--- config.mk ---
export PLATFORM = sky130hd
export DESIGN_NAME = dpb_front
export DESIGN_NICKNAME = d
export VERILOG_FILES = /design/src/depth_pixel_backprojection_defines.svh /design/src/dpb_pkg.sv /design/src/dpb_front.sv
export SDC_FILE = /design/constraint.sdc
export NUM_CORES = 2
export LEC_CHECK = 0
export ABC_AREA = 1
export BUFFER_PORTS_ARGS = -buffer_cell sky130_fd_sc_hd__buf_4
export CAP_MARGIN = 40
export CORE_ASPECT_RATIO = 0.6
export CORE_MARGIN = 2
export CORE_UTILIZATION = 55
export DETAILED_ROUTE_END_ITERATION = 12
export PLACE_DENSITY = 0.84
export SYNTH_ARGS = -nofsm -noshare
export SYNTH_HDL_FRONTEND = slang
export SYNTH_SLANG_ARGS = --single-unit
--- constraint.sdc ---
create_clock -name clk -period 11.7 [get_ports clk]
set_input_delay 0 -clock clk [delete_from_list [all_inputs] [get_ports clk]]
set_output_delay 0 -clock clk [all_outputs]
set_load 0.03 [all_outputs]
--- src/depth_pixel_backprojection_defines.svh ---
// Assertion macros shared by the back-projection RTL.
// Expects clk and rst_n in the scope of the module that uses them.
`ifndef DEPTH_PIXEL_BACKPROJECTION_DEFINES_SVH
`define DEPTH_PIXEL_BACKPROJECTION_DEFINES_SVH

// Consequent must hold in the same cycle as the antecedent.
`define DPB_ASSERT_SAME(label, ante, cons, msg) \
  label: assert property (@(posedge clk) disable iff (!rst_n) (ante) |-> (cons)) \
    else $error(msg);

// Consequent must hold in the cycle after the antecedent.
`define DPB_ASSERT_NEXT(label, ante, cons, msg) \
  label: assert property (@(posedge clk) disable iff (!rst_n) (ante) |=> (cons)) \
    else $error(msg);

`endif

--- src/dpb_pkg.sv ---
// Shared types, constants and width helpers for the depth back-projection pipeline.
// No dependencies; imported by every module of the block.
package dpb_pkg;

  localparam int COORD_BITS_DEF = 10;
  localparam int COORD_BITS_MAX = 13;
  localparam int DIV_STEPS      = 4;   // quotient bits resolved per divider stage
  localparam int Q_LO_W         = 26;  // low slice of the quotient for the pose multipliers
  localparam int ROUND_SHIFT    = 22;
  localparam int ROUND_HALF     = 1 << 21;

  localparam int CFG_IDX_W  = 3;
  localparam int CFG_DATA_W = 64;

  localparam logic [15:0] DEPTH_MIN = 16'd10;
  localparam logic [15:0] DEPTH_MAX = 16'd10000;

  localparam logic signed [23:0] WORLD_MAX = 24'sh7FFFFF;
  localparam logic signed [23:0] WORLD_MIN = 24'sh800000;

  localparam logic [15:0] FOCAL_X_RST  = 16'd8192;
  localparam logic [15:0] FOCAL_Y_RST  = 16'd8192;
  localparam logic [15:0] CENTER_X_RST = 16'd5120;
  localparam logic [15:0] CENTER_Y_RST = 16'd3840;
  localparam logic [63:0] POSE_0_RST   = 64'h4000_0000_0000_0000;
  localparam logic [63:0] POSE_1_RST   = 64'h0000_4000_0000_0000;
  localparam logic [63:0] POSE_2_RST   = 64'h0000_0000_4000_0000;

  typedef enum logic [CFG_IDX_W-1:0] {
    CFG_FOCAL_X  = 3'd0,
    CFG_FOCAL_Y  = 3'd1,
    CFG_CENTER_X = 3'd2,
    CFG_CENTER_Y = 3'd3,
    CFG_POSE_0   = 3'd4,
    CFG_POSE_1   = 3'd5,
    CFG_POSE_2   = 3'd6
  } cfg_idx_t;

  typedef struct packed {
    logic signed [15:0] r0;
    logic signed [15:0] r1;
    logic signed [15:0] r2;
    logic signed [15:0] tr;
  } pose_row_t;

  typedef struct packed {
    logic [7:0] blue;
    logic [7:0] green;
    logic [7:0] red;
  } color_t;

  // Side data that rides along the x divider.
  typedef struct packed {
    logic        neg;
    logic [15:0] z;
    color_t      color;
  } xpay_t;

  function automatic int mag_width(input int cb);
    return (cb + 4 > 16) ? cb + 4 : 16;
  endfunction

  function automatic int dvd_width(input int cb);
    return mag_width(cb) + 25;
  endfunction

  // Base-4 digit sum, folded twice; 4 is 1 modulo 3.
  function automatic logic mult_of_3(input logic [COORD_BITS_MAX-1:0] v);
    logic [13:0] w;
    logic [4:0]  s1;
    logic [2:0]  s2;
    logic [2:0]  s3;
    w  = {1'b0, v};
    s1 = '0;
    for (int i = 0; i < 7; i++) begin
      s1 = s1 + 5'(w[2*i +: 2]);
    end
    s2 = 3'(s1[1:0]) + 3'(s1[3:2]) + 3'(s1[4]);
    s3 = 3'(s2[1:0]) + 3'(s2[2]);
    return (s3 == 3'd0) || (s3 == 3'd3);
  endfunction

endpackage

--- src/dpb_front.sv ---
// Front end: grid and depth filter, centered offsets, depth products, rounded dividends.
// Three register stages; uses dpb_pkg.
module dpb_front import dpb_pkg::*; #(
  parameter int COORD_BITS = COORD_BITS_DEF
) (
  input  logic                          clk,
  input  logic                          rst_n,
  input  logic                          in_vld,
  input  logic [COORD_BITS-1:0]         in_row,
  input  logic [COORD_BITS-1:0]         in_col,
  input  logic [15:0]                   in_depth,
  input  color_t                        in_color,
  input  logic [15:0]                   center_x,
  input  logic [15:0]                   center_y,
  input  logic [15:0]                   fx_eff,
  input  logic [15:0]                   fy_eff,
  output logic                          out_vld,
  output logic [dvd_width(COORD_BITS)-1:0] out_dvd_x,
  output logic [dvd_width(COORD_BITS)-1:0] out_dvd_y,
  output xpay_t                         out_pay_x,
  output logic                          out_neg_y
);

  localparam int MAGW = mag_width(COORD_BITS);
  localparam int PRW  = MAGW + 16;
  localparam int DVW  = dvd_width(COORD_BITS);

  logic            pass;
  logic [MAGW-1:0] col16, row16, cxe, cye;

  logic            vld1_r, vld2_r, vld3_r;
  logic [MAGW-1:0] magx1_r, magy1_r;
  logic            negx1_r, negy1_r, negx2_r, negy2_r, negx3_r, negy3_r;
  logic [15:0]     z1_r, z2_r, z3_r;
  color_t          col1_r, col2_r, col3_r;
  logic [PRW-1:0]  prodx2_r, prody2_r;
  logic [DVW-1:0]  dvdx3_r, dvdy3_r;

  assign pass = mult_of_3(COORD_BITS_MAX'(in_row)) && mult_of_3(COORD_BITS_MAX'(in_col)) &&
                (in_depth >= DEPTH_MIN) && (in_depth <= DEPTH_MAX);

  assign col16 = MAGW'({in_col, 4'b0000});
  assign row16 = MAGW'({in_row, 4'b0000});
  assign cxe   = MAGW'(center_x);
  assign cye   = MAGW'(center_y);

  always_ff @(posedge clk) begin
    if (!rst_n) begin
      vld1_r <= 1'b0;
      vld2_r <= 1'b0;
      vld3_r <= 1'b0;
    end else begin
      vld1_r <= in_vld && pass;
      vld2_r <= vld1_r;
      vld3_r <= vld2_r;
    end
  end

  // Keep offsets as sign and magnitude; the sign is applied to the pose later.
  always_ff @(posedge clk) begin
    negx1_r <= col16 < cxe;
    negy1_r <= row16 < cye;
    magx1_r <= (col16 < cxe) ? cxe - col16 : col16 - cxe;
    magy1_r <= (row16 < cye) ? cye - row16 : row16 - cye;
    z1_r    <= in_depth;
    col1_r  <= in_color;

    prodx2_r <= PRW'(magx1_r) * PRW'(z1_r);
    prody2_r <= PRW'(magy1_r) * PRW'(z1_r);
    negx2_r  <= negx1_r;
    negy2_r  <= negy1_r;
    z2_r     <= z1_r;
    col2_r   <= col1_r;

    // Scale by 256 and add half the divisor for round-to-nearest.
    dvdx3_r <= DVW'({prodx2_r, 8'h00}) + DVW'(fx_eff[15:1]);
    dvdy3_r <= DVW'({prody2_r, 8'h00}) + DVW'(fy_eff[15:1]);
    negx3_r <= negx2_r;
    negy3_r <= negy2_r;
    z3_r    <= z2_r;
    col3_r  <= col2_r;
  end

  assign out_vld         = vld3_r;
  assign out_dvd_x       = dvdx3_r;
  assign out_dvd_y       = dvdy3_r;
  assign out_pay_x.neg   = negx3_r;
  assign out_pay_x.z     = z3_r;
  assign out_pay_x.color = col3_r;
  assign out_neg_y       = negy3_r;

endmodule

# After elaboration in Yosys (flattened, before gate mapping)
# Cells that the tools add are included.
[totals] inputBits=127 output_inout_bits=125 wordCells=65 reg_bits=307
[classes] order_cmp=4 n_eq_ne=2 reduce_logical=8 muxes=2 n_addsub=20 multipliers=2
[op_table] operator="$add A40 B15 Y41" count=2
[op_table] operator="$mul A16 B16 Y32" count=2
[op_table] operator="$lt A14 B16 Y1" count=2
[op_table] operator="$mux W16" count=2
[op_table] operator="$sub A14 B16 Y16" count=2
[op_table] operator="$sub A16 B14 Y16" count=2
[op_table] operator="$ge A16 B4 Y1 const B" count=1
[op_table] operator="$le A16 B14 Y1 const B" count=1
[op_table] operator="$add A2 B2 Y3" count=4
[op_table] operator="$add A4 B2 Y5" count=2
[op_table] operator="$add A5 B2 Y5" count=2
[op_table] operator="$add A3 B2 Y4" count=2
[op_table] operator="$add A2 B1 Y3" count=2
[op_table] operator="$add A3 B1 Y3" count=2
[op_table] operator="$eq A3 B2 Y1 const B" count=2
[op_table] operator="$logic_not A3 Y1" count=2
[op_table] operator="$logic_and A1 B1 Y1" count=4
[op_table] operator="$logic_or A1 B1 Y1" count=2

# Depth between registers and ports, before layout
[logic_depth] ltp_word=13 depth_mapped=27 mapped_depth_nobuf=25

# Worst setup path before layout
# Ideal clock, no wire load.
[synth_path] path_kind="register to register" startpoint="reg magy1_r[7]" endpoint="reg prody2_r[31]" required_time_ns=11.588 setup_slack_ns=6.455 path_buffers=2 stages_incl_launch_ff=22 period_less_slack_ns=5.245 setup_ns=0.112 t_arrival_ns=5.133 cell_sequence="dfxtp_1 > clkbuf_1 > clkbuf_1 > nand2_1 > fa_1 > inv_1 > fa_1 > fa_1 > fa_1 > fa_1 > inv_1 > fa_1 > inv_1 > ha_1 > nand2_1 > nor2_1 > inv_1 > nor2_1 > and2_1 > nand2_1 > nand3_1 > nand2_1"
[synth_between] elab_chain_len=1
[synth_rtl] element="from (decl)" line="dpb_front.sv:32" source="logic [MAGW-1:0] magx1_r, magy1_r;"
[synth_rtl] element="from (signal assigned)" line="dpb_front.sv:64" source="magy1_r <= (row16 < cye) ? cye - row16 : row16 - cye;"
[synth_rtl] element="$mul A16 B16 Y32" line="dpb_front.sv:69" source="prody2_r <= PRW'(magy1_r) * PRW'(z1_r);"
[synth_rtl] element="to (signal assigned)" line="dpb_front.sv:69"
[synth_rtl] element="to (decl)" line="dpb_front.sv:36" source="logic [PRW-1:0] prodx2_r, prody2_r;"
# Every way passes these cells.
# A chain may end at the register's enable or synchronous reset.

# Worst setup path in the final report
[layout_path] startpoint="reg z1_r[9]" endpoint="reg prody2_r[23]"
[layout_between] elab_chain_len=1
[layout_rtl] element="from (decl)" line="dpb_front.sv:34" source="logic [15:0] z1_r, z2_r, z3_r;"
[layout_rtl] element="from (signal assigned)" line="dpb_front.sv:65" source="z1_r <= in_depth;"
[layout_rtl] element="$mul A16 B16 Y32" line="dpb_front.sv:69"
# Every way passes these cells.

==> flow_summary_export.csv <==
group,metric,value,unit
outcome,status,"completed",
sta,setup_tns,0,ps
cells_and_area,fillerInstances,4657,
cells_and_area,multiInputGateArea,20050,sq um
die,io_pins,252,
cells_and_area,area_growth,14.60,%
yosys,synthFlopType,"dfxtp_1",
clock_network,htreeDepth,1,
global_route,antenna_found_initial,0,
yosys,synthCells,4094,
cells_and_area,drive_gt1_share,8.227,%
sta,slew_headroom,37.68,%
yosys,syn_nets,4899,
cells_and_area,layout_common_cells,"nand2_1 (1,292), inv_1 (1,046), fa_1 (406)",
sta,fmax,165.4,MHz
sta,hold_slack,22.67,ps
die,design.core.area,55500,sq um
clock_network,clk_pin_slew,80,ps
yosys,ys_seq_area_share,20.03,%
clock_network,cts_setup_buffers,0,
placed_design,dpl.hpwl,58480,um
die,fp.dieW,309.0,um
yosys,synth_warnings,0,
global_route,grt_start_max_net_pins,34,
run,maxCapViolations,0,
worst_setup_path,required,12180,ps
worst_setup_path,crit_buf_inv,4,
sta,worstMarginPinSlew,933.5,ps
yosys,synth_cell_types,40,
clock_network,cts_tree,"built",
yosys,synth_area,30690,sq um
die,die_area,57770,sq um
global_route,grt_pass1_vias,26245,
cells_and_area,layoutNonFillerInstCount,5147,
worst_setup_path,cp_common_cell,"fa_1",
clock_network,cts_sinks,307,
clock_network,clock_path_buffers,3,
sta,final_hold_viol_count,0,
sta,clock_skew,21.53,ps
worst_setup_path,max_stage_delay,930,ps
cells_and_area,nets,5169,
sta,rsz0062_at_grt,"false",
sta,setup_violations,0,
detailed_routing,via_per_inst,5.004,
clock_network,numCtsBuffers,30,
cells_and_area,antenna_cells,0,
worst_setup_path,cp-start-kind,"flip-flop",
detailed_routing,drc,0,
cells_and_area,fin_util,63.38,%
worst_setup_path,path_class,"reg2reg",
yosys,synth_seq_cells,307,
detailed_routing,drtAntennaViolNets,0,
yosys,avgSynthCellArea,7.497,sq um
global_route,grt_usage,26.91,%
global_route,grt_pass1_wl,127300,um
yosys,synth_edf_count,0,
die,rows,67,
detailed_routing,vias,25756,
detailed_routing,wl,75260,um
sta,finalMaxSlewViolations,0,
worst_setup_path,arrival,6530,ps
clock_network,cts_root_buf,"clkbuf_16",
global_route,grt-ovfl-total,0,
placed_design,numPortBuffers,249,
die,initial_core_util,55.30,%
detailed_routing,drt_iter0_drc,2212,
worst_setup_path,critical-path-top-delay-family,"adder cells",
worst_setup_path,path_cells,"nand2_1, fa_1, inv_1, fa_1, fa_1, fa_1, fa_1, inv_1, fa_1, inv_1, ha_1, nand2_1, nor2_1, inv_1, nor2_1, nand4_1, nand4_1, nand2_1",
clock_network,clock_latency,590,ps
die,die_y,187.0,um
cells_and_area,register_area,6148,sq um
sta,layout_min_cycle_time,6047,ps
worst_hold_path,min_path_type,"in2reg",
sta,finalCritPeriodShare,51.68,%
yosys,synthArstFlopShare,0,%
worst_setup_path,worstPathMaxFanout,33,
placed_design,dp.cells,4988,
placed_design,place_congestion,0.9427,
detailed_routing,routedWlPerCell,14.62,um
detailed_routing,dr.pass1.iters,6,
worst_setup_path,crit_slowest_cell,"dfxtp_2",
cells_and_area,layout.cells.most_common,"nand2_1",
worst_setup_path,cp-end-kind,"flip-flop",
-- area by class of cell --
type	count	area share (%)
Clock buffer	37	2.294
Clock inverter	19	0.7933
Multi-Input combinational cell	2612	57.01
Sequential cell	307	17.48
Inverter	1047	11.17
Timing Repair Buffer	366	8.545
Tap cell	759	2.700
-- sequential cells by signal (all words and copies together) (netlist names) --
register,count
col2_r,24
vld2_r,1
z2_r,16
negx2_r,1
negy2_r,1
out_dvd_x,41
out_vld,1
magx1_r,16
out_pay_x,24
magy1_r,16
negx3_r,1
z1_r,16
prody2_r,32
out_neg_y,1
prodx2_r,32
out_dvd_y,41
negx1_r,1
negy1_r,1
col1_r,24
vld1_r,1
z3_r,16
-- synthesized netlist by cell type, drive strengths merged (30+ instances only) --
library cell	number	area, sq um
clkbuf	114	430.4
nand2	1302	4922
dfxtp	307	6146
xor2	80	700.7
nor2	161	626.8
inv	1047	3930
a21oi	77	404.2
nor3	30	170.2
nand4	48	300.3
nand3	146	735.7
fa	406	8128
ha	272	3403
o21ai	33	210.2
-- tightest hold or removal path, delay by kind of cell --
kind | cells | cell delay, ps
xor+xnor | 1 | 60
buf+inv | 1 | 90
compound gates | 1 | 80
fa+ha+maj | 1 | 150
simple gates | 3 | 200
-- through the flow --
step	area, sq um	setup WS, ps
6_report	35170	5653
4_1_cts	35170	5772
3_5_place_dp	33060	5804
2_1_floorplan	30690	6455
3_3_place_gp	33060	5891
5_1_grt	35170	5334
-- cells by family after synthesis --
logic type               share of synthesized area (%)
AO/OA/AOI/OAI                                    2.352
XOR/XNOR                                         2.882
adder cells (fa/ha/maj)                          37.57
buffers and inverters                            14.64
flip-flops                                       20.03
AND/OR/NAND/NOR                                  22.53
-- layer usage --
layer,share of wire (%),global-route usage [%],routed length (um)
met1,43,37.40,32560
met2,45,43.08,33520
met3,10,5.620,7499
met4,2.2,6.553,1681
met5,0,0,0
-- timing repair --
item,4_1_cts,5_1_grt
hold endpoints to repair,93,0
endpoints found under the setup margin,0,0
hold buffers,103,0
gates resized for setup,0,0
-- final timing paths --
kind,from,endpoint,slack (ps),cells after the start
worst min-delay path,center_x[9],magx1_r[10]$_DFF_P_,20,7
worst min register to register,z2_r[14]$_DFF_P_,z3_r[14]$_DFF_P_,320,0
worst max register to register,z1_r[9]$_DFF_P_,prody2_r[23]$_DFF_P_,5650,18
worst max-delay path,z1_r[9]$_DFF_P_,prody2_r[23]$_DFF_P_,5650,18
Power is left out: the tool's default activity adds up to more than one toggle a clock period on the data nets, which glitch-free logic cannot reach.
