==> config.mk <==
export PLATFORM = sky130hd
export DESIGN_NAME = dpb_div
export DESIGN_NICKNAME = d
export VERILOG_FILES = /design/src/dpb_pkg.sv /design/src/dpb_div.sv
export VERILOG_INCLUDE_DIRS = /design/src /design/src/src
export SDC_FILE = /design/constraint.sdc
export NUM_CORES = 2
export LEC_CHECK = 0
export BUFFER_PORTS_ARGS = -buffer_cell sky130_fd_sc_hd__buf_2
export CAP_MARGIN = 25
export CORE_AREA = 2 2 368 370
export DETAILED_ROUTE_END_ITERATION = 12
export DIE_AREA = 0 0 370 372
export SLEW_MARGIN = 5
export SYNTH_ARGS = -nofsm -noshare
export SYNTH_HDL_FRONTEND = slang
export SYNTH_SLANG_ARGS = --single-unit
export TNS_END_PERCENT = 20
==> constraint.sdc <==
create_clock -name clk -period 12.1 [get_ports clk]
set_clock_uncertainty 0.1 [all_clocks]
set_input_delay 0.605 -clock clk [delete_from_list [all_inputs] [get_ports clk]]
set_output_delay 0.605 -clock clk [all_outputs]
set_load 0.02 [all_outputs]
==> src/depth_pixel_backprojection_defines.svh <==
// Assertion macros shared by the back-projection RTL.
// Expects clk and rst_n in the scope of the module that uses them.
`ifndef DEPTH_PIXEL_BACKPROJECTION_DEFINES_SVH
`define DEPTH_PIXEL_BACKPROJECTION_DEFINES_SVH

// Consequent must hold in the same cycle as the antecedent.
`define DPB_ASSERT_SAME(label, ante, cons, msg) \
  label: assert property (@(posedge clk) disable iff (!rst_n) (ante) |-> (cons)) \
    else $error(msg);

// Consequent must hold in the cycle after the antecedent.
`define DPB_ASSERT_NEXT(label, ante, cons, msg) \
  label: assert property (@(posedge clk) disable iff (!rst_n) (ante) |=> (cons)) \
    else $error(msg);

`endif

==> src/dpb_pkg.sv <==
// Shared types, constants and width helpers for the depth back-projection pipeline.
// No dependencies; imported by every module of the block.
package dpb_pkg;

  localparam int COORD_BITS_DEF = 10;
  localparam int COORD_BITS_MAX = 13;
  localparam int DIV_STEPS      = 4;   // quotient bits resolved per divider stage
  localparam int Q_LO_W         = 26;  // low slice of the quotient for the pose multipliers
  localparam int ROUND_SHIFT    = 22;
  localparam int ROUND_HALF     = 1 << 21;

  localparam int CFG_IDX_W  = 3;
  localparam int CFG_DATA_W = 64;

  localparam logic [15:0] DEPTH_MIN = 16'd10;
  localparam logic [15:0] DEPTH_MAX = 16'd10000;

  localparam logic signed [23:0] WORLD_MAX = 24'sh7FFFFF;
  localparam logic signed [23:0] WORLD_MIN = 24'sh800000;

  localparam logic [15:0] FOCAL_X_RST  = 16'd8192;
  localparam logic [15:0] FOCAL_Y_RST  = 16'd8192;
  localparam logic [15:0] CENTER_X_RST = 16'd5120;
  localparam logic [15:0] CENTER_Y_RST = 16'd3840;
  localparam logic [63:0] POSE_0_RST   = 64'h4000_0000_0000_0000;
  localparam logic [63:0] POSE_1_RST   = 64'h0000_4000_0000_0000;
  localparam logic [63:0] POSE_2_RST   = 64'h0000_0000_4000_0000;

  typedef enum logic [CFG_IDX_W-1:0] {
    CFG_FOCAL_X  = 3'd0,
    CFG_FOCAL_Y  = 3'd1,
    CFG_CENTER_X = 3'd2,
    CFG_CENTER_Y = 3'd3,
    CFG_POSE_0   = 3'd4,
    CFG_POSE_1   = 3'd5,
    CFG_POSE_2   = 3'd6
  } cfg_idx_t;

  typedef struct packed {
    logic signed [15:0] r0;
    logic signed [15:0] r1;
    logic signed [15:0] r2;
    logic signed [15:0] tr;
  } pose_row_t;

  typedef struct packed {
    logic [7:0] blue;
    logic [7:0] green;
    logic [7:0] red;
  } color_t;

  // Side data that rides along the x divider.
  typedef struct packed {
    logic        neg;
    logic [15:0] z;
    color_t      color;
  } xpay_t;

  function automatic int mag_width(input int cb);
    return (cb + 4 > 16) ? cb + 4 : 16;
  endfunction

  function automatic int dvd_width(input int cb);
    return mag_width(cb) + 25;
  endfunction

  // Base-4 digit sum, folded twice; 4 is 1 modulo 3.
  function automatic logic mult_of_3(input logic [COORD_BITS_MAX-1:0] v);
    logic [13:0] w;
    logic [4:0]  s1;
    logic [2:0]  s2;
    logic [2:0]  s3;
    w  = {1'b0, v};
    s1 = '0;
    for (int i = 0; i < 7; i++) begin
      s1 = s1 + 5'(w[2*i +: 2]);
    end
    s2 = 3'(s1[1:0]) + 3'(s1[3:2]) + 3'(s1[4]);
    s3 = 3'(s2[1:0]) + 3'(s2[2]);
    return (s3 == 3'd0) || (s3 == 3'd3);
  endfunction

endpackage

==> src/dpb_div.sv <==
// Pipelined restoring divider by a 16-bit divisor, DIV_STEPS quotient bits per stage.
// Carries a side payload in step with the quotient; uses dpb_pkg and the assertion macros.
`include "depth_pixel_backprojection_defines.svh"
module dpb_div import dpb_pkg::*; #(
  parameter int DVW = dvd_width(COORD_BITS_DEF),
  parameter int PW  = 1
) (
  input  logic           clk,
  input  logic           rst_n,
  input  logic           in_vld,
  input  logic [DVW-1:0] in_dvd,
  input  logic [15:0]    divisor,
  input  logic [PW-1:0]  in_pay,
  output logic           out_vld,
  output logic [DVW-1:0] out_quo,
  output logic [PW-1:0]  out_pay
);

  localparam int NST  = (DVW + DIV_STEPS - 1) / DIV_STEPS;
  localparam int NPAD = NST * DIV_STEPS;

  logic            vld_r [NST];
  logic [15:0]     rem_r [NST];
  logic [NPAD-1:0] acc_r [NST];   // dividend bits shift out the top, quotient bits in the bottom
  logic [PW-1:0]   pay_r [NST];

  for (genvar s = 0; s < NST; s++) begin : g_stage
    logic            vld_in;
    logic [15:0]     rem_in;
    logic [NPAD-1:0] acc_in;
    logic [PW-1:0]   pay_in;
    logic [15:0]     rem_nxt;
    logic [NPAD-1:0] acc_nxt;

    if (s == 0) begin : g_first
      assign vld_in = in_vld;
      assign rem_in = '0;
      assign acc_in = NPAD'(in_dvd);
      assign pay_in = in_pay;
    end else begin : g_rest
      assign vld_in = vld_r[s-1];
      assign rem_in = rem_r[s-1];
      assign acc_in = acc_r[s-1];
      assign pay_in = pay_r[s-1];
    end

    always_comb begin : p_steps
      logic [16:0] trial;
      rem_nxt = rem_in;
      acc_nxt = acc_in;
      for (int j = 0; j < DIV_STEPS; j++) begin
        trial = {rem_nxt, acc_nxt[NPAD-1]};
        if (trial >= {1'b0, divisor}) begin
          rem_nxt = 16'(trial - {1'b0, divisor});
          acc_nxt = {acc_nxt[NPAD-2:0], 1'b1};
        end else begin
          rem_nxt = trial[15:0];
          acc_nxt = {acc_nxt[NPAD-2:0], 1'b0};
        end
      end
    end

    always_ff @(posedge clk) begin
      if (!rst_n) begin
        vld_r[s] <= 1'b0;
      end else begin
        vld_r[s] <= vld_in;
      end
    end

    always_ff @(posedge clk) begin
      rem_r[s] <= rem_nxt;
      acc_r[s] <= acc_nxt;
      pay_r[s] <= pay_in;
    end
  end

  assign out_vld = vld_r[NST-1];
  assign out_quo = acc_r[NST-1][DVW-1:0];
  assign out_pay = pay_r[NST-1];

  `DPB_ASSERT_SAME(a_rem_below_divisor, vld_r[NST-1], rem_r[NST-1] < divisor, "divider remainder not below divisor")

endmodule

# Yosys cells after proc, flatten, opt, wreduce, memory -nomap -nowiden
# Memories as Yosys holds them, arrays and structs flattened.
# Index checks and enable logic that the tools add are counted.
# W data, S select, Z words.
# word_totals
reg_bits,0
inputBits,61
out_inout_bits,43
elab_cells,204
n_memories,4
mem_bits_rw,682
# memory_table
name,depth,word_bits,read_ports,rd_ports_with_merged_regs,wr,line_no,rtl
acc_r,11,44,11,0,11,dpb_div.sv:24,logic [NPAD-1:0] acc_r [NST];
rem_r,11,16,10,0,11,dpb_div.sv:23,logic [15:0] rem_r [NST];
pay_r,11,1,11,0,11,dpb_div.sv:25,logic [PW-1:0] pay_r [NST];
vld_r,11,1,11,0,11,dpb_div.sv:22,logic vld_r [NST];
# op_classes
bitwise_logic,11
mux,101
order_cmp,44
addsub,44
# op_table
op,count
$ge A17 B16 Y1,43
$mux W16,44
$sub A16 B16 Y16,43
$mux W1,57
$ge A1 B16 Y1 const A,1
$sub A1 B16 Y16 const A,1
$or A1 B1 Y1,11

# Logic depth before layout (Yosys ltp)
# An unclocked memory read counts as a cell.
# logic_depth
ltp_word,9
mapped_depth,54
mapped_depth_nobuf,47

# Worst setup path after synthesis
# No wires, ideal clock.
# synth_path
path_type,input to register
startpoint,input port divisor[1]
endpoint,memory rem_r[1][10]
arrival_ns,12.522
stages,50
path_slack_ns,-0.643
required_time_ns,11.879
path_buffers,8
setup_time_ns,0.121
cell_sequence,inv_1 > ha_1 > nor2b_1 > o31a_1 > o21bai_1 > and3_1 > o31a_1 > inv_1 > clkbuf_1 > clkbuf_1 > o21ai_0 > inv_1 > ha_1 > a21oi_1 > o221ai_1 > a31oi_1 > o2111ai_1 > a221oi_1 > (+14 left out) > o211ai_1 > buf_2 > buf_1 > a21oi_1 > ha_1 > nor2b_1 > o21ai_0 > a21boi_0 > o21ai_0 > a211oi_1 > o31ai_1 > nand2b_1 > a221o_1 > a211oi_1 > o211a_1 > buf_2 > buf_2 > mux2_2
# synth_rtl
item,line_no,rtl
from (decl),dpb_div.sv:12,"input logic [15:0] divisor,"
to (decl),dpb_div.sv:23,

==> qor_table.md <==
| Item | Reported | Unit |
| --- | --- | --- |
| DPL Wire Length | 116000 | um |
| Fin. max-slew vios | 0 | - |
| Hold Slack | 162 | ps |
| Average wire length per cell after detail routing | 18.9 | um |
| Upper clock frequency limit | 89.5 | MHz |
| Total die area | 138000 | um^2 |
| Maximum net fanout on the critical path | 13 | - |
| Final worst-path cycle share | 0.924 | - |
| Share of synthesized flip-flops with an asynchronous set or reset | 0 | - |
| H-tree depth | 3 | - |
| Number of buffer cells added on primary ports | 103 | - |
| Portion of synthesized cell area occupied by the leading cell type | 0.251 | - |
| Post-synth top cells | sky130_fd_sc_hd__ha_1, sky130_fd_sc_hd__dfxtp_1, sky130_fd_sc_hd__a21oi_1 | - |
| Data required time at the worst endpoint | 12540 | ps |
| Ranking of synthesized cells by area | sky130_fd_sc_hd__dfxtp_1, sky130_fd_sc_hd__ha_1, sky130_fd_sc_hd__mux2_2 | - |
| Total Negative Setup Slacks | 0 | ps |
| Type of the most critical hold path | in -> reg | - |
| Number of iterations in the first detailed-routing pass | 6 | - |
| Total number of placement rows | 135 | - |
| Slowest stage cell, crit path | sky130_fd_sc_hd__a2111oi_0 | - |
| Area added between synthesis and finish | 13.2 | % |
| Summed instance area of the synthesized netlist | 50400 | um^2 |
| Largest net degree at the start of global routing | 30 | - |
| Global-route usage over all layers | 0.213 | - |
| Chip Height | 372 | um |
| Clock latency on the worst-skew pair | 700 | ps |
| Post-layout minimum cycle time | 11180 | ps |
| Number of synthesized flops with an enable pin | 0 | - |
| Count of fill cells added during filler insertion | 13318 | - |
| Maximum cell stage delay along the critical path | 480 | ps |
| Initial antenna violation count | 2 | - |
| Number of unique standard cell types used by synthesis | 108 | - |
| Top-count cell post-synth | sky130_fd_sc_hd__ha_1 | - |
| Share of post-route cells with drive strength above 1 | 0.131 | - |
| Critical path data arrival time | 11620 | ps |
| Met2 Use GR | 0.354 | - |
| M1 GR Usage | 0.281 | - |
| Number of nets in the final layout | 6870 | - |
| Overflow left after global routing | 0 | - |
| Aggregate routed wire length | 150000 | um |
| Number of buffers between clock root and the deepest sink | 3 | - |
| Dominant delay contributor by cell family on the critical path | compound AO/OA/AOI/OAI gates | - |
| Final number of setup-violating endpoints | 0 | - |
| Hold violation total from the final report | 0 | - |
| Number of top-level pins | 104 | - |
| Busiest layer in global routing | met2 | - |
| Mean Syn Cell Area | 8.69 | um^2 |
| Master cell of the clock root buffer | sky130_fd_sc_hd__clkbuf_16 | - |
| TritonCTS clock tree | built | - |
| Result of the run | finished clean | - |
| Flop and latch count out of synthesis | 633 | - |
| Primary FF master, synth | sky130_fd_sc_hd__dfxtp_1 | - |
| Post-CTS setup buffers | 0 | - |
| Worst-path clk slew | 60 | ps |
| Max-slew headroom | 0.392 | - |
| Number of warnings reported in the yosys synthesis log | 0 | - |
| Source of the critical timing path | divisor[7] | - |
| Detailed router's first-iteration violation count | 3106 | - |
| Unrepaired setup endpoints after global routing | no | - |
| DRC errors left | 0 | - |
| Number of violations of the max-capacitance limit | 0 | - |
| Post-synth top area cell | sky130_fd_sc_hd__dfxtp_1 | - |
| Width of the die | 370 | um |
| Last weighted congestion value of the routability-driven placer | 0.919 | - |
| Actual transition at the worst max-transition pin | 913 | ps |
| Number of nets with antenna violations after detailed routing | 0 | - |
| Global Route met3 Usage | 0.0252 | - |
| Mapped Cells | 5803 | - |
| Area of the placeable core | 134000 | um^2 |
| Number of global-route vias before repair | 41996 | - |
| # clock sinks | 633 | - |
| Startpoint of the worst hold path | rst_n | - |
| Startpoint-to-endpoint class of the critical path | in -> reg | - |
| Critical path launch point type | input pin | - |
| Wire length of the first global-routing pass | 233000 | um |
| Starting Density | 0.376 | - |
| Endpoint type of the worst setup path | register | - |
| Mean number of vias per cell | 5.53 | - |
| Reg-to-Reg Start | rem_r[5][1] | - |
| Count of vias placed by the detailed router | 43832 | - |
| Buffers & Inverters on Critical Path | 8 | - |
| Clock buffer count from CTS | 77 | - |
| Proportion of synthesized chip area in sequential cells | 0.251 | - |
==> per-stage QoR <==
| stage | area, um^2 | std cells | setup WS (ps) | util |
|---|---|---|---|---|
| after floorplan | 50500 | 5809 | 2.59 | - |
| final | 57100 | 7925 | 921 | 0.425 |
| after global routing | 57100 | 7924 | 28.9 | 0.425 |
| after CTS | 57100 | 7923 | 946 | 0.425 |
| after detailed placement | 54000 | 7740 | 235 | 0.402 |
| after global placement | 54000 | 7740 | 224 | 0.402 |
==> placed cells by master (no fill, tap or decap), types with 35 or more instances in the layout <==
| cell type | netlist | final |
|---|---|---|
| sky130_fd_sc_hd__a211oi_1 | 62 | 62 |
| sky130_fd_sc_hd__o21bai_1 | 66 | 66 |
| sky130_fd_sc_hd__nand2_1 | 354 | 353 |
| sky130_fd_sc_hd__buf_4 | 4 | 139 |
| sky130_fd_sc_hd__a31oi_1 | 43 | 42 |
| sky130_fd_sc_hd__clkbuf_16 | 0 | 80 |
| sky130_fd_sc_hd__xor2_1 | 165 | 165 |
| sky130_fd_sc_hd__a21o_1 | 186 | 186 |
| sky130_fd_sc_hd__o21a_1 | 111 | 111 |
| sky130_fd_sc_hd__mux2i_1 | 51 | 50 |
| sky130_fd_sc_hd__nor3_1 | 129 | 129 |
| sky130_fd_sc_hd__nand3_1 | 110 | 110 |
| sky130_fd_sc_hd__ha_1 | 688 | 686 |
| sky130_fd_sc_hd__buf_2 | 17 | 101 |
| sky130_fd_sc_hd__o211ai_1 | 35 | 35 |
| sky130_fd_sc_hd__nor2_1 | 434 | 434 |
| sky130_fd_sc_hd__nor2b_1 | 106 | 106 |
| sky130_fd_sc_hd__fa_1 | 40 | 40 |
| sky130_fd_sc_hd__xnor2_1 | 323 | 323 |
| sky130_fd_sc_hd__mux2_2 | 307 | 307 |
| sky130_fd_sc_hd__dfxtp_1 | 633 | 633 |
| sky130_fd_sc_hd__inv_1 | 286 | 271 |
| sky130_fd_sc_hd__dlygate4sd3_1 | 0 | 42 |
| sky130_fd_sc_hd__o21ai_0 | 336 | 335 |
| sky130_fd_sc_hd__o31ai_1 | 43 | 43 |
| sky130_fd_sc_hd__nand4_1 | 101 | 101 |
| sky130_fd_sc_hd__nand2b_1 | 70 | 70 |
| sky130_fd_sc_hd__a21oi_1 | 497 | 496 |
| sky130_fd_sc_hd__and2_1 | 39 | 39 |
==> state kept, by name, summed over array words and instances, names as in the netlist <==
register and count:
acc_r 451, pay_r 11, rem_r 160, vld_r 11
==> what timing repair did <==
| item | CTS | global route |
|---|---|---|
| endpoints found under the hold margin | 42 | 0 |
| hold buffers | 42 | 0 |
| endpoints found under the setup margin | 0 | 36 |
| gates resized for setup | 0 | 4 |
==> logic make-up (layout without fill, tap and decap cells) <==
| family | count (synthesis) | count (layout) | share of synthesized area |
|---|---|---|---|
| AO/OA/AOI/OAI | 1668 | 1668 | 0.217 |
| XOR/XNOR | 488 | 488 | 0.0847 |
| adder cells (fa/ha/maj) | 728 | 728 | 0.187 |
| buffers and inverters | 386 | 720 | 0.0300 |
| flip-flops | 633 | 633 | 0.251 |
| multiplexers | 375 | 375 | 0.0832 |
| other | 1 | 8 | 0.0000743 |
| AND/OR/NAND/NOR | 1524 | 1524 | 0.147 |
==> worst paths after layout <==
path	endpoint	depth (start not counted)	slack [ps]
setup / recovery	rem_r[7][3]	48	920
hold / removal	vld_r[5]	2	160
setup reg to reg	rem_r[6][15]	40	1080
hold reg to reg	acc_r[4][25]	0	190
==> cell type report <==
class                   instances  area [um^2]  share of cell area
multi-input cells            4790        36300               0.636
flip-flops and latches        633        12700               0.222
well taps                    1781         2230              0.0390
clock buffers                 101         2170              0.0380
repair buffers                288         2090              0.0366
inverters                     291         1100              0.0192
clock inverters                40          529             0.00926
diodes                          1         2.50           0.0000438
==> routing by layer <==
layer  vias to the layer above  share of wire
met5                         -       0.000087
met4                         2          0.037
met3                       271          0.046
met2                      1045           0.46
met1                     20617           0.46
li1                      21897              -
Power is not shown: default switching activity piles up to over one toggle a cycle in this logic, so the estimate is an artifact.
